[src/hw/rtl/uts_pkg.sv]
// Shared types and constants of the UTF-8 stream decoder.
// No dependencies; imported by every module of the block.
package uts_pkg;

  // Field widths.
  localparam int unsigned ByteW    = 8;
  localparam int unsigned CpW      = 21;
  localparam int unsigned UsedW    = 3;
  localparam int unsigned RepW     = 3;
  localparam int unsigned InDataW  = 8;
  localparam int unsigned OutDataW = 32;

  // Depth of the job queue between the front and the back.
  localparam int unsigned QueueDepth = 2;

  // Replacement character '?'.
  localparam logic [CpW-1:0] ReplChar = 21'd63;

  // One decoded input byte: some replacements, then an optional code point.
  typedef struct packed {
    logic [RepW-1:0]  n_rep;
    logic             tail_v;
    logic [CpW-1:0]   tail_cp;
    logic [UsedW-1:0] tail_used;
  } uts_job_t;

endpackage

[src/hw/rtl/utf8_stream_decoder.sv]
// UTF-8 stream decoder.
//
// Input channel (s_*): one text byte per transaction in s_tdata_i[7:0];
// s_tlast_i marks the last byte of a text and flushes any open sequence.
// Output channel (m_*): one result per transaction; m_tdata_o carries the
// code point, the bytes it consumed and a replacement flag, and m_tlast_o
// marks the last result caused by one input byte. A continuation byte of an
// unfinished sequence gives no result; a broken sequence gives up to four.
// Throughput: one byte per cycle while the queue has room, limited by the back,
// which sends one result per cycle unless the receiver stalls; a byte that
// causes k results holds the back until all k are sent. The first result of
// a byte is registered in the job queue at the byte's transaction edge and
// then loaded from the head of the queue into the output register.
// When the receiver stalls, the output register holds its result and the
// two-entry job queue fills; s_tready_o falls only once the queue is full.
// Reset clears the pending sequence, the queue pointers and count, and the output valid flag.
// Files: uts_pkg, uts_queue, uts_front, uts_back.
module utf8_stream_decoder (
  input  logic                          clk_i,
  input  logic                          rst_ni,
  input  logic                          s_tvalid_i,
  output logic                          s_tready_o,
  input  logic [uts_pkg::InDataW-1:0]   s_tdata_i,   // [7:0] text_byte
  input  logic                          s_tlast_i,   // final_byte
  output logic                          m_tvalid_o,
  input  logic                          m_tready_i,
  // [20:0] code_point, [23:21] bytes_used, [24] replaced, [31:25] zero
  output logic [uts_pkg::OutDataW-1:0]  m_tdata_o,
  output logic                          m_tlast_o    // last_of_run
);
  import uts_pkg::*;

  logic     push_valid, push_ready, pop_valid, pop_ready;
  uts_job_t push_job, pop_job;

  uts_front u_front (
    .clk_i       (clk_i),
    .rst_ni      (rst_ni),
    .s_tvalid_i  (s_tvalid_i),
    .s_tready_o  (s_tready_o),
    .s_tdata_i   (s_tdata_i),
    .s_tlast_i   (s_tlast_i),
    .job_valid_o (push_valid),
    .job_ready_i (push_ready),
    .job_o       (push_job)
  );

  uts_queue #(
    .Depth (QueueDepth)
  ) u_queue (
    .clk_i        (clk_i),
    .rst_ni       (rst_ni),
    .push_valid_i (push_valid),
    .push_ready_o (push_ready),
    .push_data_i  (push_job),
    .pop_valid_o  (pop_valid),
    .pop_ready_i  (pop_ready),
    .pop_data_o   (pop_job)
  );

  uts_back u_back (
    .clk_i       (clk_i),
    .rst_ni      (rst_ni),
    .job_valid_i (pop_valid),
    .job_ready_o (pop_ready),
    .job_i       (pop_job),
    .m_tvalid_o  (m_tvalid_o),
    .m_tready_i  (m_tready_i),
    .m_tdata_o   (m_tdata_o),
    .m_tlast_o   (m_tlast_o)
  );

endmodule

[src/hw/rtl/uts_queue.sv]
// Small job queue that decouples the byte front from the result back.
// Depends on uts_pkg for the job type.
module uts_queue #(
  parameter int unsigned Depth = uts_pkg::QueueDepth
) (
  input  logic              clk_i,
  input  logic              rst_ni,
  input  logic              push_valid_i,
  output logic              push_ready_o,
  input  uts_pkg::uts_job_t push_data_i,
  output logic              pop_valid_o,
  input  logic              pop_ready_i,
  output uts_pkg::uts_job_t pop_data_o
);
  import uts_pkg::*;

  localparam int unsigned PtrW = (Depth > 1) ? $clog2(Depth) : 1;
  localparam int unsigned CntW = $clog2(Depth + 1);
  localparam logic [PtrW-1:0] LastPtr = PtrW'(Depth - 1);
  localparam logic [CntW-1:0] FullCnt = CntW'(Depth);

  uts_job_t        mem_q [Depth];
  logic [PtrW-1:0] wptr_q, wptr_d, rptr_q, rptr_d;
  logic [CntW-1:0] cnt_q, cnt_d;
  logic            do_push, do_pop;

  assign push_ready_o = (cnt_q != FullCnt);
  assign pop_valid_o  = (cnt_q != '0);
  assign pop_data_o   = mem_q[rptr_q];
  assign do_push      = push_valid_i && push_ready_o;
  assign do_pop       = pop_valid_o && pop_ready_i;

  // Pointer and fill count update.
  always_comb begin
    wptr_d = wptr_q;
    rptr_d = rptr_q;
    cnt_d  = cnt_q;
    if (do_push) begin
      wptr_d = (wptr_q == LastPtr) ? '0 : wptr_q + PtrW'(1);
    end
    if (do_pop) begin
      rptr_d = (rptr_q == LastPtr) ? '0 : rptr_q + PtrW'(1);
    end
    if (do_push && !do_pop) begin
      cnt_d = cnt_q + CntW'(1);
    end else if (!do_push && do_pop) begin
      cnt_d = cnt_q - CntW'(1);
    end
  end

  always_ff @(posedge clk_i or negedge rst_ni) begin
    if (!rst_ni) begin
      wptr_q <= '0;
      rptr_q <= '0;
      cnt_q  <= '0;
    end else begin
      wptr_q <= wptr_d;
      rptr_q <= rptr_d;
      cnt_q  <= cnt_d;
    end
  end

  // Storage needs no reset.
  always_ff @(posedge clk_i) begin
    if (do_push) begin
      mem_q[wptr_q] <= push_data_i;
    end
  end

endmodule

[src/hw/rtl/uts_front.sv]
// Front of the UTF-8 stream decoder: accepts bytes, tracks the pending
// sequence and turns each byte into a job. Depends on uts_pkg.
module uts_front (
  input  logic                         clk_i,
  input  logic                         rst_ni,
  input  logic                         s_tvalid_i,
  output logic                         s_tready_o,
  input  logic [uts_pkg::InDataW-1:0]  s_tdata_i,
  input  logic                         s_tlast_i,
  output logic                         job_valid_o,
  input  logic                         job_ready_i,
  output uts_pkg::uts_job_t            job_o
);
  import uts_pkg::*;

  typedef enum logic [2:0] {
    ClsAscii,
    ClsCont,
    ClsLead2,
    ClsLead3,
    ClsLead4,
    ClsInvalid
  } byte_cls_e;

  logic [CpW-1:0]   part_q, part_d;
  logic [1:0]       need_q, need_d;
  logic [1:0]       held_q, held_d;
  logic [ByteW-1:0] b;
  logic             fin, accept, fresh;
  logic [CpW-1:0]   part_sh;
  logic [RepW-1:0]  rep;
  byte_cls_e        cls;
  uts_job_t         job;

  assign b      = s_tdata_i[ByteW-1:0];
  assign fin    = s_tlast_i;
  assign accept = s_tvalid_i && s_tready_o;

  // A byte is taken whenever the queue has room.
  assign s_tready_o = job_ready_i;

  // Byte classification by its leading bits.
  always_comb begin
    if (!b[7]) begin
      cls = ClsAscii;
    end else if (b[7:6] == 2'b10) begin
      cls = ClsCont;
    end else if (b[7:5] == 3'b110) begin
      cls = ClsLead2;
    end else if (b[7:4] == 4'b1110) begin
      cls = ClsLead3;
    end else if (b[7:3] == 5'b11110) begin
      cls = ClsLead4;
    end else begin
      cls = ClsInvalid;
    end
  end

  assign part_sh = {part_q[CpW-7:0], b[5:0]};

  // Sequence tracking and job forming.
  always_comb begin
    part_d = part_q;
    need_d = need_q;
    held_d = held_q;
    job    = '0;
    fresh  = 1'b1;
    rep    = '0;

    if (need_q != 2'd0) begin
      if (cls == ClsCont) begin
        fresh = 1'b0;
        if (need_q == 2'd1) begin
          // Sequence complete.
          job.tail_v    = 1'b1;
          job.tail_cp   = part_sh;
          job.tail_used = {1'b0, held_q} + UsedW'(2);
          part_d = '0;
          need_d = 2'd0;
          held_d = 2'd0;
        end else if (fin) begin
          // Cut short: the lead byte and all held bytes, this one included.
          job.n_rep = {1'b0, held_q} + RepW'(2);
          part_d = '0;
          need_d = 2'd0;
          held_d = 2'd0;
        end else begin
          part_d = part_sh;
          need_d = need_q - 2'd1;
          held_d = held_q + 2'd1;
        end
      end else begin
        // Broken sequence: replace the lead and held bytes first.
        rep    = {1'b0, held_q} + RepW'(1);
        part_d = '0;
        need_d = 2'd0;
        held_d = 2'd0;
      end
    end

    if (fresh) begin
      unique case (cls)
        ClsAscii: begin
          job.tail_v    = 1'b1;
          job.tail_cp   = CpW'(b);
          job.tail_used = UsedW'(1);
        end
        ClsLead2, ClsLead3, ClsLead4: begin
          if (fin) begin
            rep = rep + RepW'(1);
          end else begin
            held_d = 2'd0;
            unique case (cls)
              ClsLead2: begin
                part_d = CpW'(b[4:0]);
                need_d = 2'd1;
              end
              ClsLead3: begin
                part_d = CpW'(b[3:0]);
                need_d = 2'd2;
              end
              default: begin
                part_d = CpW'(b[2:0]);
                need_d = 2'd3;
              end
            endcase
          end
        end
        default: begin
          // Stray continuation or invalid byte.
          rep = rep + RepW'(1);
        end
      endcase
      job.n_rep = rep;
    end
  end

  assign job_o       = job;
  assign job_valid_o = s_tvalid_i && ((job.n_rep != '0) || job.tail_v);

  always_ff @(posedge clk_i or negedge rst_ni) begin
    if (!rst_ni) begin
      part_q <= '0;
      need_q <= 2'd0;
      held_q <= 2'd0;
    end else if (accept) begin
      part_q <= part_d;
      need_q <= need_d;
      held_q <= held_d;
    end
  end

endmodule

[src/hw/rtl/uts_back.sv]
// Back of the UTF-8 stream decoder: expands each queued job into result
// transactions through the output register. Depends on uts_pkg.
module uts_back (
  input  logic                          clk_i,
  input  logic                          rst_ni,
  input  logic                          job_valid_i,
  output logic                          job_ready_o,
  input  uts_pkg::uts_job_t             job_i,
  output logic                          m_tvalid_o,
  input  logic                          m_tready_i,
  output logic [uts_pkg::OutDataW-1:0]  m_tdata_o,
  output logic                          m_tlast_o
);
  import uts_pkg::*;

  logic                cnt_last;
  logic [RepW-1:0]     cnt_q, cnt_d;
  logic                vld_q, vld_d;
  logic [OutDataW-1:0] data_q, data_d;
  logic                last_q, last_d;
  logic                slot_free, emit, in_rep, res_last;
  logic [CpW-1:0]      cp;
  logic [UsedW-1:0]    used;

  // The output register can take a result when empty or being drained.
  assign slot_free = !vld_q || m_tready_i;
  assign emit      = job_valid_i && slot_free;

  // Replacements come first, then the optional code point.
  assign in_rep   = (cnt_q < job_i.n_rep);
  assign cnt_last = ((cnt_q + RepW'(1)) == job_i.n_rep);
  assign res_last = in_rep ? (cnt_last && !job_i.tail_v) : 1'b1;
  assign cp       = in_rep ? ReplChar : job_i.tail_cp;
  assign used     = in_rep ? UsedW'(1) : job_i.tail_used;

  assign job_ready_o = emit && res_last;

  always_comb begin
    vld_d  = slot_free ? emit : vld_q;
    data_d = OutDataW'({in_rep, used, cp});
    last_d = res_last;
    cnt_d  = cnt_q;
    if (emit) begin
      cnt_d = res_last ? '0 : cnt_q + RepW'(1);
    end
  end

  always_ff @(posedge clk_i or negedge rst_ni) begin
    if (!rst_ni) begin
      vld_q <= 1'b0;
      cnt_q <= '0;
    end else begin
      vld_q <= vld_d;
      cnt_q <= cnt_d;
    end
  end

  // Payload of the output register.
  always_ff @(posedge clk_i) begin
    if (emit) begin
      data_q <= data_d;
      last_q <= last_d;
    end
  end

  assign m_tvalid_o = vld_q;
  assign m_tdata_o  = data_q;
  assign m_tlast_o  = last_q;

endmodule

[config.mk]
export PLATFORM = sky130hd
export DESIGN_NAME = utf8_stream_decoder
export DESIGN_NICKNAME = d
export VERILOG_FILES = /design/src/hw/rtl/uts_pkg.sv /design/src/hw/rtl/utf8_stream_decoder.sv /design/src/hw/rtl/uts_queue.sv /design/src/hw/rtl/uts_front.sv /design/src/hw/rtl/uts_back.sv
export SDC_FILE = /design/constraint.sdc
export NUM_CORES = 1
export LEC_CHECK = 0
export BUFFER_PORTS_ARGS = -buffer_cell sky130_fd_sc_hd__buf_2
export CAP_MARGIN = 20
export CELL_PAD_IN_SITES_DETAIL_PLACEMENT = 1
export CELL_PAD_IN_SITES_GLOBAL_PLACEMENT = 1
export CORE_ASPECT_RATIO = 0.75
export CORE_MARGIN = 3
export CORE_UTILIZATION = 48
export DETAILED_ROUTE_END_ITERATION = 10
export PLACE_DENSITY = 0.78
export RECOVER_POWER = 100
export SETUP_SLACK_MARGIN = 0.3
export SYNTH_ARGS = -nofsm -noshare
export SYNTH_HDL_FRONTEND = slang
export SYNTH_SLANG_ARGS = --single-unit
[constraint.sdc]
create_clock -name clk_i -period 4.5 [get_ports clk_i]
set_clock_uncertainty 0.15 [all_clocks]
set_input_delay 0.45 -clock clk_i [delete_from_list [all_inputs] [get_ports clk_i]]
set_output_delay 0.45 -clock clk_i [all_outputs]
set_load 0.02 [all_outputs]
# Yosys cells after proc, flatten, opt, wreduce, memory -nomap -nowiden

Memories as Yosys holds them, arrays and structs flattened.
Cells that the tools add are included.

Eq/ne operators: 11
Add/subtract/negate cells: 10
Reduce and logical (&&, ||, !) cells: 21
Order comparisons: 1
Mux-type cells: 49

Operators by type and width:

| cell                | number |
|---|---|
| $mux 21             | 7 |
| $mux 28             | 3 |
| $mux 25             | 2 |
| $mux 2              | 16 |
| $mux 3              | 10 |
| $pmux 5 s2          | 1 |
| $logic_and 1x1->1   | 9 |
| $mux 1              | 8 |
| $add 3x1->3 const B | 2 |
| $eq 3x2->1 const B  | 2 |
| $eq 3x3->1 const B  | 2 |
| $pmux 3 s2          | 1 |
| $reduce_bool 2->1   | 3 |
| $eq 5x5->1 const B  | 1 |
| $add 2x1->2 const B | 2 |
| $eq 4x4->1 const B  | 1 |
| $logic_not 1->1     | 4 |
| $pmux 2 s2          | 1 |
| $sub 2x1->2 const B | 2 |
| $add 2x1->3 const B | 1 |
| $add 2x2->3 const B | 1 |
| $eq 3x1->1 const B  | 1 |
| $eq 3x3->1          | 1 |
| $logic_not 3->1     | 1 |
| other kinds (8)     | 10 |

Bits in writable memories: 56
Bits of input ports: 13
Logic and storage cells: 104
Memories kept: 1
Flip-flop bits (word level): 59

Memory list:

| memory        | depth | width | rd ports | clocked after Yosys merged registers in | wr ports | RTL line        | RTL |
|---|---|---|---|---|---|---|---|
| u_queue.mem_q | 2     | 28    | 1        | 0                                       | 1        | uts_queue.sv:22 | `uts_job_t mem_q [Depth];` |

# Depth between registers and ports, before layout

Gate-level depths: netlist (run 1).

Depth in word-level cells: 21
Mapped depth: 13
Depth with buffers taken out: 12

# Modules after synthesis

Synthesis (run 1) repeated with hierarchy kept, for this count alone.

Cells, all modules: 320
Area total of the unflattened synthesis: 4762.1 um^2

By module, submodules not included:

| module    | area an instance (um^2) | seq. area each (um^2) | times used | cells an instance |
|---|---|---|---|---|
| uts_queue | 2262.2                  | 1781.7                | 1          | 105 |
| uts_back  | 1308.8                  | 880.8                 | 1          | 94 |
| uts_front | 1191.1                  | 475.5                 | 1          | 121 |

# Least setup slack after synthesis (run 1)

Ideal clock, no wire load.

Kind: input to register
Start: input s_tdata_i[7] (netlist bit)
End: memory u_queue.mem_q[0][0] (netlist bit), enable pin
Arrival time: 3.130 ns
Library setup time: 0.416 ns
Path buffers: 1
Data required time: 3.934 ns
Slack: 0.804 ns
Stages on the path: 10
Cell sequence: clkbuf_1 > inv_1 > nor2_1 > nor3_1 > ha_1 > o21ai_0 > o211ai_1 > o21ai_1 > a41oi_2 > nor2b_1

Word-level cells in the longest chain between the ends: 19
Elaborated cells on any way between the ends: 32

Ends and longest elaborated chain:

| item                           | RTL line                  | RTL |
|---|---|---|
| from (decl)                    | utf8_stream_decoder.sv:23 | `input logic [uts_pkg::InDataW-1:0] s_tdata_i,` |
| $eq 5x5->1                     | uts_front.sv:52           | `end else if (b[7:3] == 5'b11110) begin` |
| $mux 1                         | uts_front.sv:52           |  |
| $mux 3                         | uts_front.sv:50           | `end else if (b[7:4] == 4'b1110) begin` |
| $mux 3                         | uts_front.sv:48           | `end else if (b[7:5] == 3'b110) begin` |
| $mux 3                         | uts_front.sv:46           | `end else if (b[7:6] == 2'b10) begin` |
| $mux 3 *                       | uts_front.sv:44           | `if (!b[7]) begin` |
| $eq 3x1->1                     | uts_front.sv:71           | `if (cls == ClsCont) begin` |
| $mux 3                         | uts_front.sv:71           |  |
| (+4 left out)                  | -                         |  |
| $mux 28 *                      | uts_front.sv:101          | `if (fresh) begin` |
| $reduce_bool 3->1              | uts_front.sv:139          | `assign job_valid_o = s_tvalid_i && ((job.n_rep != '0) \|\| job.tail_v);` |
| $logic_or 1x1->1 *             | uts_front.sv:139          |  |
| $logic_and 1x1->1 *            | uts_front.sv:139          |  |
| $logic_and 1x1->1 *            | uts_queue.sv:30           | `assign do_push = push_valid_i && push_ready_o;` |
| net u_queue.do_push            | uts_queue.sv:25           | `logic do_push, do_pop;` |
| $mux 1 *                       | uts_queue.sv:65           | `if (do_push) begin` |
| $mux 1 (not written as such) * | uts_queue.sv:66           | `mem_q[wptr_q] <= push_data_i;` |
| to (decl)                      | uts_queue.sv:22           |  |

Mark *: on every way through the listed nets, which the timed path passes. The rest lies on a longest branch.

# Final worst setup path (run 1)

Start: register u_front.need_q[1]
End: memory u_queue.mem_q[1][12] (netlist bit), enable pin

Word-level cells in the longest chain between the ends: 12
Elaborated cells on any way between the ends: 19

Ends and longest elaborated chain:

| item                           | RTL line                           | RTL |
|---|---|---|
| from (decl)                    | uts_front.sv:26                    | `logic [1:0] need_q, need_d;` |
| from (signal assigned)         | uts_front.sv:148                   | `need_q <= need_d;` |
| $reduce_bool 2->1              | uts_front.sv:70                    | `if (need_q != 2'd0) begin` |
| $mux 3                         | uts_front.sv:70                    |  |
| $add 3x1->3                    | uts_front.sv:110, uts_front.sv:131 |  |
| $mux 3                         | uts_front.sv:109                   | `if (fin) begin` |
| $pmux 3 s2                     | uts_front.sv:102                   | `unique case (cls)` |
| $mux 28 *                      | uts_front.sv:101                   |  |
| $reduce_bool 3->1              | uts_front.sv:139                   |  |
| $logic_or 1x1->1 *             | uts_front.sv:139                   |  |
| $logic_and 1x1->1 *            | uts_front.sv:139                   |  |
| $logic_and 1x1->1 *            | uts_queue.sv:30                    |  |
| net u_queue.do_push            | uts_queue.sv:25                    |  |
| $mux 1 *                       | uts_queue.sv:65                    |  |
| $mux 1 (not written as such) * | uts_queue.sv:66                    |  |

Marked as above.

==> results of run 1 <==
## worst max-delay path: cells and delay by family (launching register included)
| kind | cells | cell delay (ps) |
|---|---|---|
| AOI/OAI and AO/OA | 4 | 670 |
| adders and majority gates | 2 | 770 |
| buffers and inverters | 2 | 650 |
| DFF | 1 | 400 |
| and+or+nand+nor | 2 | 640 |
## cell type report
class	instances	area share
Clock buffer	10	0.04335
Clock inverter	6	0.01990
Inverter	11	0.007818
Multi-Input combinational cell	202	0.2668
Sequential cell	109	0.5942
Tap cell	128	0.03032
Timing Repair Buffer	46	0.03767
## placed cells by master (no fill, tap or decap), types with 2 or more instances in the layout
cell type and n:
xnor2_1 2, a22oi_1 2, a22o_1 15, conb_1 7, nand2_1 26, o211ai_1 2
mux2_2 2, mux2i_1 26, inv_1 11, and2_0 7, edfxtp_1 82, and3_1 16
o21ai_0 11, nor2_1 27, ha_1 9, nand2b_1 4, clkbuf_16 9, xnor2_2 2
nand3_1 3, buf_2 11, clkbuf_2 2, nor3_1 3, nor2b_1 5, o2bb2ai_1 2
bufinv_16 2, dfrtp_1 27, clkbuf_1 32, a21oi_1 5, xor2_1 4
## layer usage
metal | part of all wire | vias to the layer above | wire length (um) | track usage
li1 | - | 1301 | - | -
met1 | 0.46 | 1403 | 4675 | 0.2754
met2 | 0.49 | 66 | 5000 | 0.3212
met3 | 0.043 | 2 | 439 | 0.04562
met4 | 0.0047 | 0 | 48 | 0.06509
met5 | 0 | - | 0 | 0
## stage by stage
stage                     instance area [sq um]  hold WS [ps]  total power [mW]
final                                      5281         202.4             3.792
after global routing                       5281         195.4             4.028
after CTS                                  5338         188.4             3.878
after detailed placement                   4994         335.2             3.002
after global placement                     4994         325.2             2.948
after floorplan                            4718         4.409             2.613
## where the power goes
| part | leakage [nW] | switching [mW] | internal, mW |
|---|---|---|---|
| registers | 1.13 | 0.163 | 1.50 |
| clock network | 0.162 | 0.364 | 0.500 |
| logic | 0.828 | 0.849 | 0.415 |
| total | 2.12 | 1.38 | 2.42 |
## final timing paths
check	from	endpoint	slack [ps]	depth (start not counted)
min reg2reg	u_back.m_tvalid_o	u_back.m_tvalid_o	360	2
max reg2reg	u_front.need_q[1]	u_queue.mem_q[1][12]	830	10
min in group asynchronous	rst_ni	u_front.part_q[1]	900	2
max	u_front.need_q[1]	u_queue.mem_q[1][12]	830	10
min	s_tdata_i[2]	u_front.part_q[2]	200	2
max in group asynchronous	rst_ni	u_queue.rptr_q	2370	2
## state kept, by name, summed over array words and instances, names as in the netlist
register	flops
u_back.m_tvalid_o	1
u_queue.cnt_q	2
u_front.need_q	2
u_front.held_q	2
u_queue.wptr_q	1
u_back.m_tlast_o	1
u_queue.mem_q	56
u_queue.rptr_q	1
u_front.part_q	15
u_back.cnt_q	3
u_back.m_tdata_o	25
## cell families (layout without fill, tap and decap cells)
group                      Yosys count  after routing  synth area share
DFF                                109            109            0.6683
and+or+nand+nor                    101            101            0.1082
AOI/OAI and AO/OA                   48             48           0.08021
buffers and inverters               32             73           0.03544
muxes                               29             29           0.06501
adders and majority gates            9              9           0.02398
xor gates and xnor gates             8              8           0.01812
other                                1              7         0.0007986
==> out/qor.txt, run 1 <==
CP peak stage delay: 560 ps
HPWL Detailed: 7007 um
power density over the cells: 718.0 mW/mm^2
Clock transition at path regs: 70 ps
worst-path fanout max: 21
Initial Util: 0.5065
Synth async-reset ratio: 0.2477
cts hold-fix bufs: 1
WL per Instance: 19.85 um
initial antenna violation count: 0
top-level I/O count: 48
final slew viol count: 60
Placeable Area: 0.009271 sq mm
EDFF count, synth: 82
port bufs: 40
Main synth FF type: edfxtp_1
clock tree buffer depth: 2
Setup TNS Final: 0 ps
highest clock rate: 0.2725 GHz
register area: 0.003138 sq mm
crit path time final: 3670 ps
Via Count: 2772
Pleak: 2.125 nW
Max Cap Violations: 2
Diodes inserted: 0
drt initial violations: 162
number of nets with antenna violations after routing: 0
fill count: 939
nets@finish: 401
Required @ worst endpoint: 4340 ps
Synth top area share: 0.5244
register area share after synthesis: 0.6683
crit path DAT: 3510 ps
setup violators final: 0
Yosys warnings: 0
final cell count without fillers: 512
drt via density: 5.414
area of the multi-input gates: 0.001409 sq mm
maximum number of pins on one net before global-route repair: 32
drt drc: 0
hold crit path type: in -> reg
Final period util: 0.8155
clk sinks: 109
Post-Syn Instances: 337
DIE WIDTH: 120.2 um
number of cells after detailed placement: 495
Die Footprint: 0.01102 sq mm
Core Util, Final: 0.5696
Synth Register Bits: 109
Hold Vio Cnt, Final: 0
WL final: 10170 um
standard-cell rows: 30
Root Buffer: clkbuf_16
Worst-Margin Slew: 1780 ps
CP max stage cell: clkbuf_2
status: finished, violations left
CP Cell Sequence: inv_1 > ha_1 > nor3_1 > ha_1 > o21ai_0 > o211ai_1 > o21ai_0 > a41oi_1 > and2_0 > clkbuf_2
number of global-route vias before repair: 2966
Setup Fix Bufs, Post-CTS: 0
GRT Total Usage: 0.2008
Peak VDD IR: 0.3741 mV
top cell type by total area after synthesis: edfxtp_1
TritonCTS Buffers: 9
DP Worst Slack: 1230 ps
Avg Cell Area, Syn: 13.93 sq um
area delta synth->final: 12.47%
largest cells by area after synthesis: edfxtp_1, dfrtp_1, mux2i_1
TritonRoute pass-1 iters: 4
global-route wire length before repair: 16410 um
RSZ-0062 raised after global routing: no
H-tree levels: 3
Cell variety after synth: 50
CP Launch Type: flop
critical path capture point type: flop
PostCTS Resize Cnt: 0
GP Congestion: 0.8119
most common cell in the synthesized netlist: edfxtp_1
failing checks: max-capacitance violations, max-slew violations
die height: 91.66 um
Synth top cells by count: edfxtp_1, dfrtp_1, nor2_1, mux2i_1, nand2_1
Setup CP Type: reg -> reg
Slew headroom: -0.1865
TritonCTS clock tree: done
total grt overflow: 0
Mapped Area: 0.004696 sq mm
layout cells sized above 1: 0.1042
final setup margin: 830.4 ps
Worst-Skew Late Latency: 350 ps
(Power assumes the default switching activity.)
==> run 2, diff against run 1 <==
==> constraint.sdc (replaced) <==
create_clock -name clk_i -period 3.6 [get_ports clk_i]
set_clock_uncertainty 0.15 [all_clocks]
set_input_delay 0.36 -clock clk_i [delete_from_list [all_inputs] [get_ports clk_i]]
set_output_delay 0.36 -clock clk_i [all_outputs]
set_load 0.02 [all_outputs]
==> run 2 against run 1 <==
  * Largest cell class unchanged
  * Cell count is 0.20% higher
  * Sequential share of layout area increased by 0.41 points
  * Clock power increased by 9.1%
  * Setup slack got worse by 380 ps
  * The flow still finishes with violations (max-capacitance violations, max-slew violations)
  * Register-to-register slack worse by 380 ps
  * Combinational power increased by 29%
  * Sequential cell count unchanged
  * Wire length is 0.83% lower
==> out/qor.txt, run 2 (synthesis results as in run 1) <==
most frequent cells in the layout: edfxtp_1, clkbuf_1, nor2_1, dfrtp_1 (unchanged)
crit path DAT: 2990 ps (was 3510 ps)
Worst-Skew Late Latency: 340 ps (was 350 ps)
hold_ws: 120.4 ps (was 202.4 ps)
final slew viol count: 60 (unchanged)
Worst-Margin Slew: 1658 ps (was 1780 ps)
setup violators final: 0 (unchanged)
nets@finish: 402 (was 401)
Setup TNS Final: 0 ps (unchanged)
WL final: 10080 um (was 10170 um)
RSZ-0062 raised after global routing: no (unchanged)
Via Count: 2798 (was 2772)
initial antenna violation count: 0 (unchanged)
Required @ worst endpoint: 3440 ps (was 4340 ps)
GRT Total Usage: 0.1959 (was 0.2008)
Die Footprint: 0.01102 sq mm (unchanged)
Largest Register: u_queue.mem_q (unchanged)
WP depth: 10 (unchanged)
Final period util: 0.8745 (was 0.8155)
power density over the cells: 881.6 mW/mm^2 (was 718.0 mW/mm^2)
CP Cell Sequence: inv_1 > ha_1 > nor3_1 > ha_1 > o21ai_0 > o211ai_1 > o21ai_0 > a41oi_2 > nor2b_2 > clkbuf_4 (was inv_1 > ha_1 > nor3_1 > ha_1 > o21ai_0 > o211ai_1 > o21ai_0 > a41oi_1 > and2_0 > clkbuf_2)
TritonRoute pass-1 iters: 5 (was 4)
drt via density: 5.454 (was 5.414)
layout cells sized above 1: 0.1065 (was 0.1042)
worst-path fanout max: 28 (was 21)
number of nets with antenna violations after routing: 0 (unchanged)
R2R Setup Slk: 450 ps (was 830 ps)
Crit path max-delay family: adder cells (unchanged)
area delta synth->final: 11.70% (was 12.47%)
drt drc: 0 (unchanged)
port bufs: 40 (unchanged)
Pleak: 2.094 nW (was 2.125 nW)
CP Launch Type: flop (unchanged)
GP Congestion: 0.8591 (was 0.8119)
leading cell type in the layout, fill and taps excluded: edfxtp_1 (unchanged)
Tot Pwr: 4.624 mW (was 3.792 mW)
standard-cell rows: 30 (unchanged)
die height: 91.66 um (unchanged)
drt initial violations: 239 (was 162)
TritonCTS clock tree: done (unchanged)
critical path capture point type: flop (unchanged)
Diodes inserted: 0 (unchanged)
FF-to-FF path depth: 10 (unchanged)
max reg flops: 56 (unchanged)
H-tree levels: 3 (unchanged)
clk sinks: 109 (unchanged)
WL per Instance: 19.65 um (was 19.85 um)
global-route wire length before repair: 16360 um (was 16410 um)
CP peak stage delay: 470 ps (was 560 ps)
number of global-route vias before repair: 2942 (was 2966)
Root Buffer: clkbuf_16 (unchanged)
Max Cap Violations: 2 (unchanged)
top-level I/O count: 48 (unchanged)
Hold Crit Depth: 2 (unchanged)
total grt overflow: 0 (unchanged)
clock tree buffer depth: 2 (unchanged)
HPWL Detailed: 6882 um (was 7007 um)
Placeable Area: 0.009271 sq mm (unchanged)
failing checks: max-capacitance violations, max-slew violations (unchanged)
CP max stage cell: ha_1 (was clkbuf_2)
Setup Fix Bufs, Post-CTS: 0 (unchanged)
maximum number of pins on one net before global-route repair: 32 (unchanged)
Slew headroom: -0.1055 (was -0.1865)
Peak VDD IR: 0.4161 mV (was 0.3741 mV)
highest clock rate: 0.3176 GHz (was 0.2725 GHz)
status: finished, violations left (unchanged)
DIE WIDTH: 120.2 um (unchanged)
crit path time final: 3148 ps (was 3670 ps)
hold crit path type: in -> reg (unchanged)
Setup CP Type: reg -> reg (unchanged)
Worst Path Buf+Inv: 2 (unchanged)
Clock transition at path regs: 70 ps (about the same)
TritonCTS Buffers: 9 (unchanged)
Initial Util: 0.5065 (unchanged)
fill count: 958 (was 939)
Hold Vio Cnt, Final: 0 (unchanged)
run 2: area by class of cell:
class	instances	area [sq um]	share of cell area
tap	128	160.2	0.03053
inverter	11	41.29	0.007872
sequential	109	3138	0.5983
timing repair buffer	47	211.5	0.04031
clock buffer	10	229.0	0.04365
multi-input combinational	202	1409	0.2686
clock inverter	6	56.30	0.01073
run 2: path summary, 6_finish.rpt:
path                                     from                    to
min in group asynchronous              rst_ni       u_back.cnt_q[2]
hold / removal                   s_tdata_i[1]     u_front.part_q[1]
setup / recovery            u_front.need_q[1]  u_queue.mem_q[0][14]
hold reg to reg            u_front.part_q[10]    u_front.part_q[10]
max in group asynchronous              rst_ni     u_front.part_q[7]
setup reg to reg            u_front.need_q[1]  u_queue.mem_q[0][14]
run 2: repair_timing:
action,CTS,global route
hold buffers,1,0
hold endpoints to repair,27,0
endpoints found under the setup margin,0,28
gates resized for setup,0,1
run 2: through the flow:
step           area [sq um]  instances  utilization  worst slack (ps)
4_1_cts                5296        513       0.5713             503.9
6_report               5245        513       0.5657             451.8
2_1_floorplan          4721        343            -             442.5
3_5_place_dp           5001        496       0.5394             511.0
5_1_grt                5245        513       0.5657             201.2
3_3_place_gp           5001        496       0.5394             566.4
run 2: worst reg2reg max path: stages (launching register included):
cell	delay, ps
dfrtp_1	390
inv_1	90
ha_1	470
nor3_1	130
ha_1	310
o21ai_0	70
o211ai_1	100
o21ai_0	130
a41oi_2	330
nor2b_2	190
clkbuf_4	420
run 2: power breakdown:
part / internal [mW] / switching [mW] / total (mW)
Sequential: 1.87 / 0.183 / 2.06
Combinational: 0.526 / 1.10 / 1.62
Clock: 0.484 / 0.459 / 0.943
Total: 2.88 / 1.74 / 4.62
run 2: layer usage:
metal / global-route usage / wire length (um) / up-vias
met2: 0.3104 / 4883 / 66
met1: 0.2692 / 4591 / 1418
met3: 0.04069 / 412 / 17
met5: 0 / 0 / -
met4: 0.07358 / 193 / 0
li1: - / - / 1297
==> run 3, diff against run 2 <==
--- a/config.mk
+++ b/config.mk
@@ -7,13 +7,11 @@
 export LEC_CHECK = 0
 export BUFFER_PORTS_ARGS = -buffer_cell sky130_fd_sc_hd__buf_2
 export CAP_MARGIN = 20
-export CELL_PAD_IN_SITES_DETAIL_PLACEMENT = 1
-export CELL_PAD_IN_SITES_GLOBAL_PLACEMENT = 1
 export CORE_ASPECT_RATIO = 0.75
 export CORE_MARGIN = 3
-export CORE_UTILIZATION = 48
+export CORE_UTILIZATION = 58
 export DETAILED_ROUTE_END_ITERATION = 10
-export PLACE_DENSITY = 0.78
+export PLACE_DENSITY = 0.79
 export RECOVER_POWER = 100
 export SETUP_SLACK_MARGIN = 0.3
 export SYNTH_ARGS = -nofsm -noshare
==> run 3 against run 2 <==
  * The run still ends with max-capacitance violations, max-slew violations left
  * Wire length decreased by 17%
  * Sequential power about the same
  * Worst hold slack got worse by 49 ps
  * Highest routed layer unchanged
  * Non-clock buffer count increased by 1
  * Count of clock-buffer cells in the layout decreased by 1
  * Critical path depth unchanged
  * Die area decreased by 16%
==> out/qor.txt, run 3 (synthesis results as in run 1) <==
status: finished, violations left (unchanged)
failing checks: max-capacitance violations, max-slew violations (unchanged)
R2R Setup Slk: 540 ps (was 450 ps)
drt drc: 0 (unchanged)
Placeable Area: 0.007601 sq mm (was 0.009271 sq mm)
CP Cell Sequence: ha_1 > inv_1 > nor3_1 > ha_1 > o21ai_0 > o211ai_1 > o21ai_0 > a41oi_1 > nor2b_1 > buf_4 (was inv_1 > ha_1 > nor3_1 > ha_1 > o21ai_0 > o211ai_1 > o21ai_0 > a41oi_2 > nor2b_2 > clkbuf_4)
top-level I/O count: 48 (unchanged)
WL final: 8350 um (was 10080 um)
Crit path max-delay family: compound AO/OA/AOI/OAI gates (was adder cells)
worst-path fanout max: 28 (unchanged)
fin area: 0.005099 sq mm (was 0.005245 sq mm)
layout cells sized above 1: 0.1010 (was 0.1065)
drt initial violations: 236 (was 239)
number of global-route vias before repair: 2595 (was 2942)
Die Footprint: 0.009223 sq mm (was 0.01102 sq mm)
Hold Vio Cnt, Final: 0 (unchanged)
Max Cap Violations: 2 (unchanged)
standard-cell rows: 27 (was 30)
GP Congestion: 0.8781 (was 0.8591)
CP peak stage delay: 490 ps (was 470 ps)
port bufs: 40 (unchanged)
Largest Register: u_queue.mem_q (unchanged)
initial antenna violation count: 0 (unchanged)
HPWL Detailed: 5723 um (was 6882 um)
TritonCTS clock tree: done (unchanged)
die height: 83.93 um (was 91.66 um)
maximum number of pins on one net before global-route repair: 32 (unchanged)
Psw: 1.628 mW (was 1.739 mW)
fill count: 556 (was 958)
PostCTS Resize Cnt: 0 (unchanged)
leading cell type in the layout, fill and taps excluded: edfxtp_1 (unchanged)
CP max stage cell: dfrtp_1 (was ha_1)
internal power: 2.654 mW (was 2.885 mW)
RSZ-0062 raised after global routing: no (unchanged)
Worst Path Buf+Inv: 2 (unchanged)
drt via density: 5.505 (was 5.454)
H-tree levels: 3 (unchanged)
Peak VDD IR: 0.5084 mV (was 0.4161 mV)
Via Count: 2681 (was 2798)
area delta synth->final: 8.580% (was 11.70%)
TritonCTS Buffers: 9 (unchanged)
crit path DAT: 2950 ps (was 2990 ps)
Sw Ratio: 0.3802 (was 0.3761)
Slew headroom: -0.1455 (was -0.1055)
Clock transition at path regs: 110 ps (was 70 ps)
Initial Util: 0.6178 (was 0.5065)
max reg flops: 56 (unchanged)
Pleak: 2.057 nW (was 2.094 nW)
Setup CP Type: reg -> reg (unchanged)
setup violators final: 0 (unchanged)
Clock power frac: 0.163 (was 0.204)
total grt overflow: 0 (unchanged)
power density over the cells: 839.9 mW/mm^2 (was 881.6 mW/mm^2)
final slew viol count: 60 (unchanged)
Setup TNS Final: 0 ps (unchanged)
hold crit path type: in -> reg (unchanged)
clock tree buffer depth: 2 (unchanged)
critical path capture point type: flop (unchanged)
highest clock rate: 0.3264 GHz (was 0.3176 GHz)
Worst-Skew Late Latency: 370 ps (was 340 ps)
WL per Instance: 17.15 um (was 19.65 um)
CP Launch Type: flop (unchanged)
global-route wire length before repair: 13860 um (was 16360 um)
TritonRoute pass-1 iters: 4 (was 5)
number of nets with antenna violations after routing: 0 (unchanged)
crit path time final: 3064 ps (was 3148 ps)
Required @ worst endpoint: 3490 ps (was 3440 ps)
clk sinks: 109 (unchanged)
most frequent cells in the layout: edfxtp_1, clkbuf_1, nor2_1, mux2i_1, dfrtp_1 (was edfxtp_1, clkbuf_1, nor2_1, dfrtp_1)
Reg power frac: 0.475 (was 0.445)
Tot Pwr: 4.283 mW (was 4.624 mW)
Worst-Margin Slew: 1718 ps (was 1658 ps)
Diodes inserted: 0 (unchanged)
DIE WIDTH: 109.9 um (was 120.2 um)
Root Buffer: clkbuf_8 (was clkbuf_16)
GRT Total Usage: 0.2011 (was 0.1959)
combinational share of power: 0.363 (was 0.351)
nets@finish: 403 (was 402)
Final period util: 0.8510 (was 0.8745)
placed cell areas: 0.004975 sq mm (was 0.005001 sq mm)
-- run 3: changes by cell type in the layout (fill, tap and decap cells not counted), sizes merged --
cell	before	now
clkinv	0	3
clkinvlp	3	1
clkbuf	42	41
buf	14	15
-- run 3: timing repair --
item	CTS	global route
hold buffers	1	0
buffers inserted	0	0
setup endpoints to repair	0	0
endpoints found under the hold margin	27	0
-- run 3: per-stage QoR --
step | instances | hold slack, ps | utilization | setup WS, ps
after floorplan | 343 | -85.59 | - | 442.5
after global placement | 470 | 253.4 | 0.6545 | 697.1
after detailed placement | 470 | 266.9 | 0.6545 | 635.7
after CTS | 487 | 57.09 | 0.6810 | 608.2
after global routing | 487 | 52.36 | 0.6708 | 262.7
final | 487 | 71.66 | 0.6708 | 536.5
-- run 3: metal layers --
metal / global-route usage / share of wire / up-vias
met5: 0 / 0 / -
li1: - / - / 1306
met1: 0.2985 / 0.46 / 1294
met2: 0.2957 / 0.46 / 72
met4: 0.06455 / 0.011 / 0
met3: 0.04408 / 0.060 / 9
-- run 3: path summary, 6_finish.rpt --
check | start | endpoint | depth (start not counted)
setup / recovery | u_front.held_q[0] | u_queue.mem_q[0][17] | 10
hold / removal | s_tdata_i[2] | u_front.part_q[2] | 2
setup reg to reg | u_front.held_q[0] | u_queue.mem_q[0][17] | 10
hold reg to reg | u_queue.wptr_q | u_queue.wptr_q | 1
max in group asynchronous | rst_ni | u_front.part_q[9] | 2
min in group asynchronous | rst_ni | u_front.part_q[2] | 2
-- run 3: final cells by class --
class	instances	area, sq um	area share
Clock buffer	9	123.9	0.02429
Sequential cell	109	3138	0.6155
Multi-Input combinational cell	202	1386	0.2719
Clock inverter	7	67.56	0.01325
Inverter	11	41.29	0.008098
Tap cell	101	126.4	0.02479
Timing Repair Buffer	48	215.2	0.04221
-- run 3: power groups by stage --
stage          combinational (mW)  sequential [mW]  clock [mW]
2_1_floorplan                1.04             2.22           0
3_3_place_gp                 1.62             2.05           0
3_5_place_dp                 1.66             2.06           0
4_1_cts                      1.66             2.03       0.721
5_1_grt                      1.73             2.08       0.779
6_report                     1.55             2.03       0.697
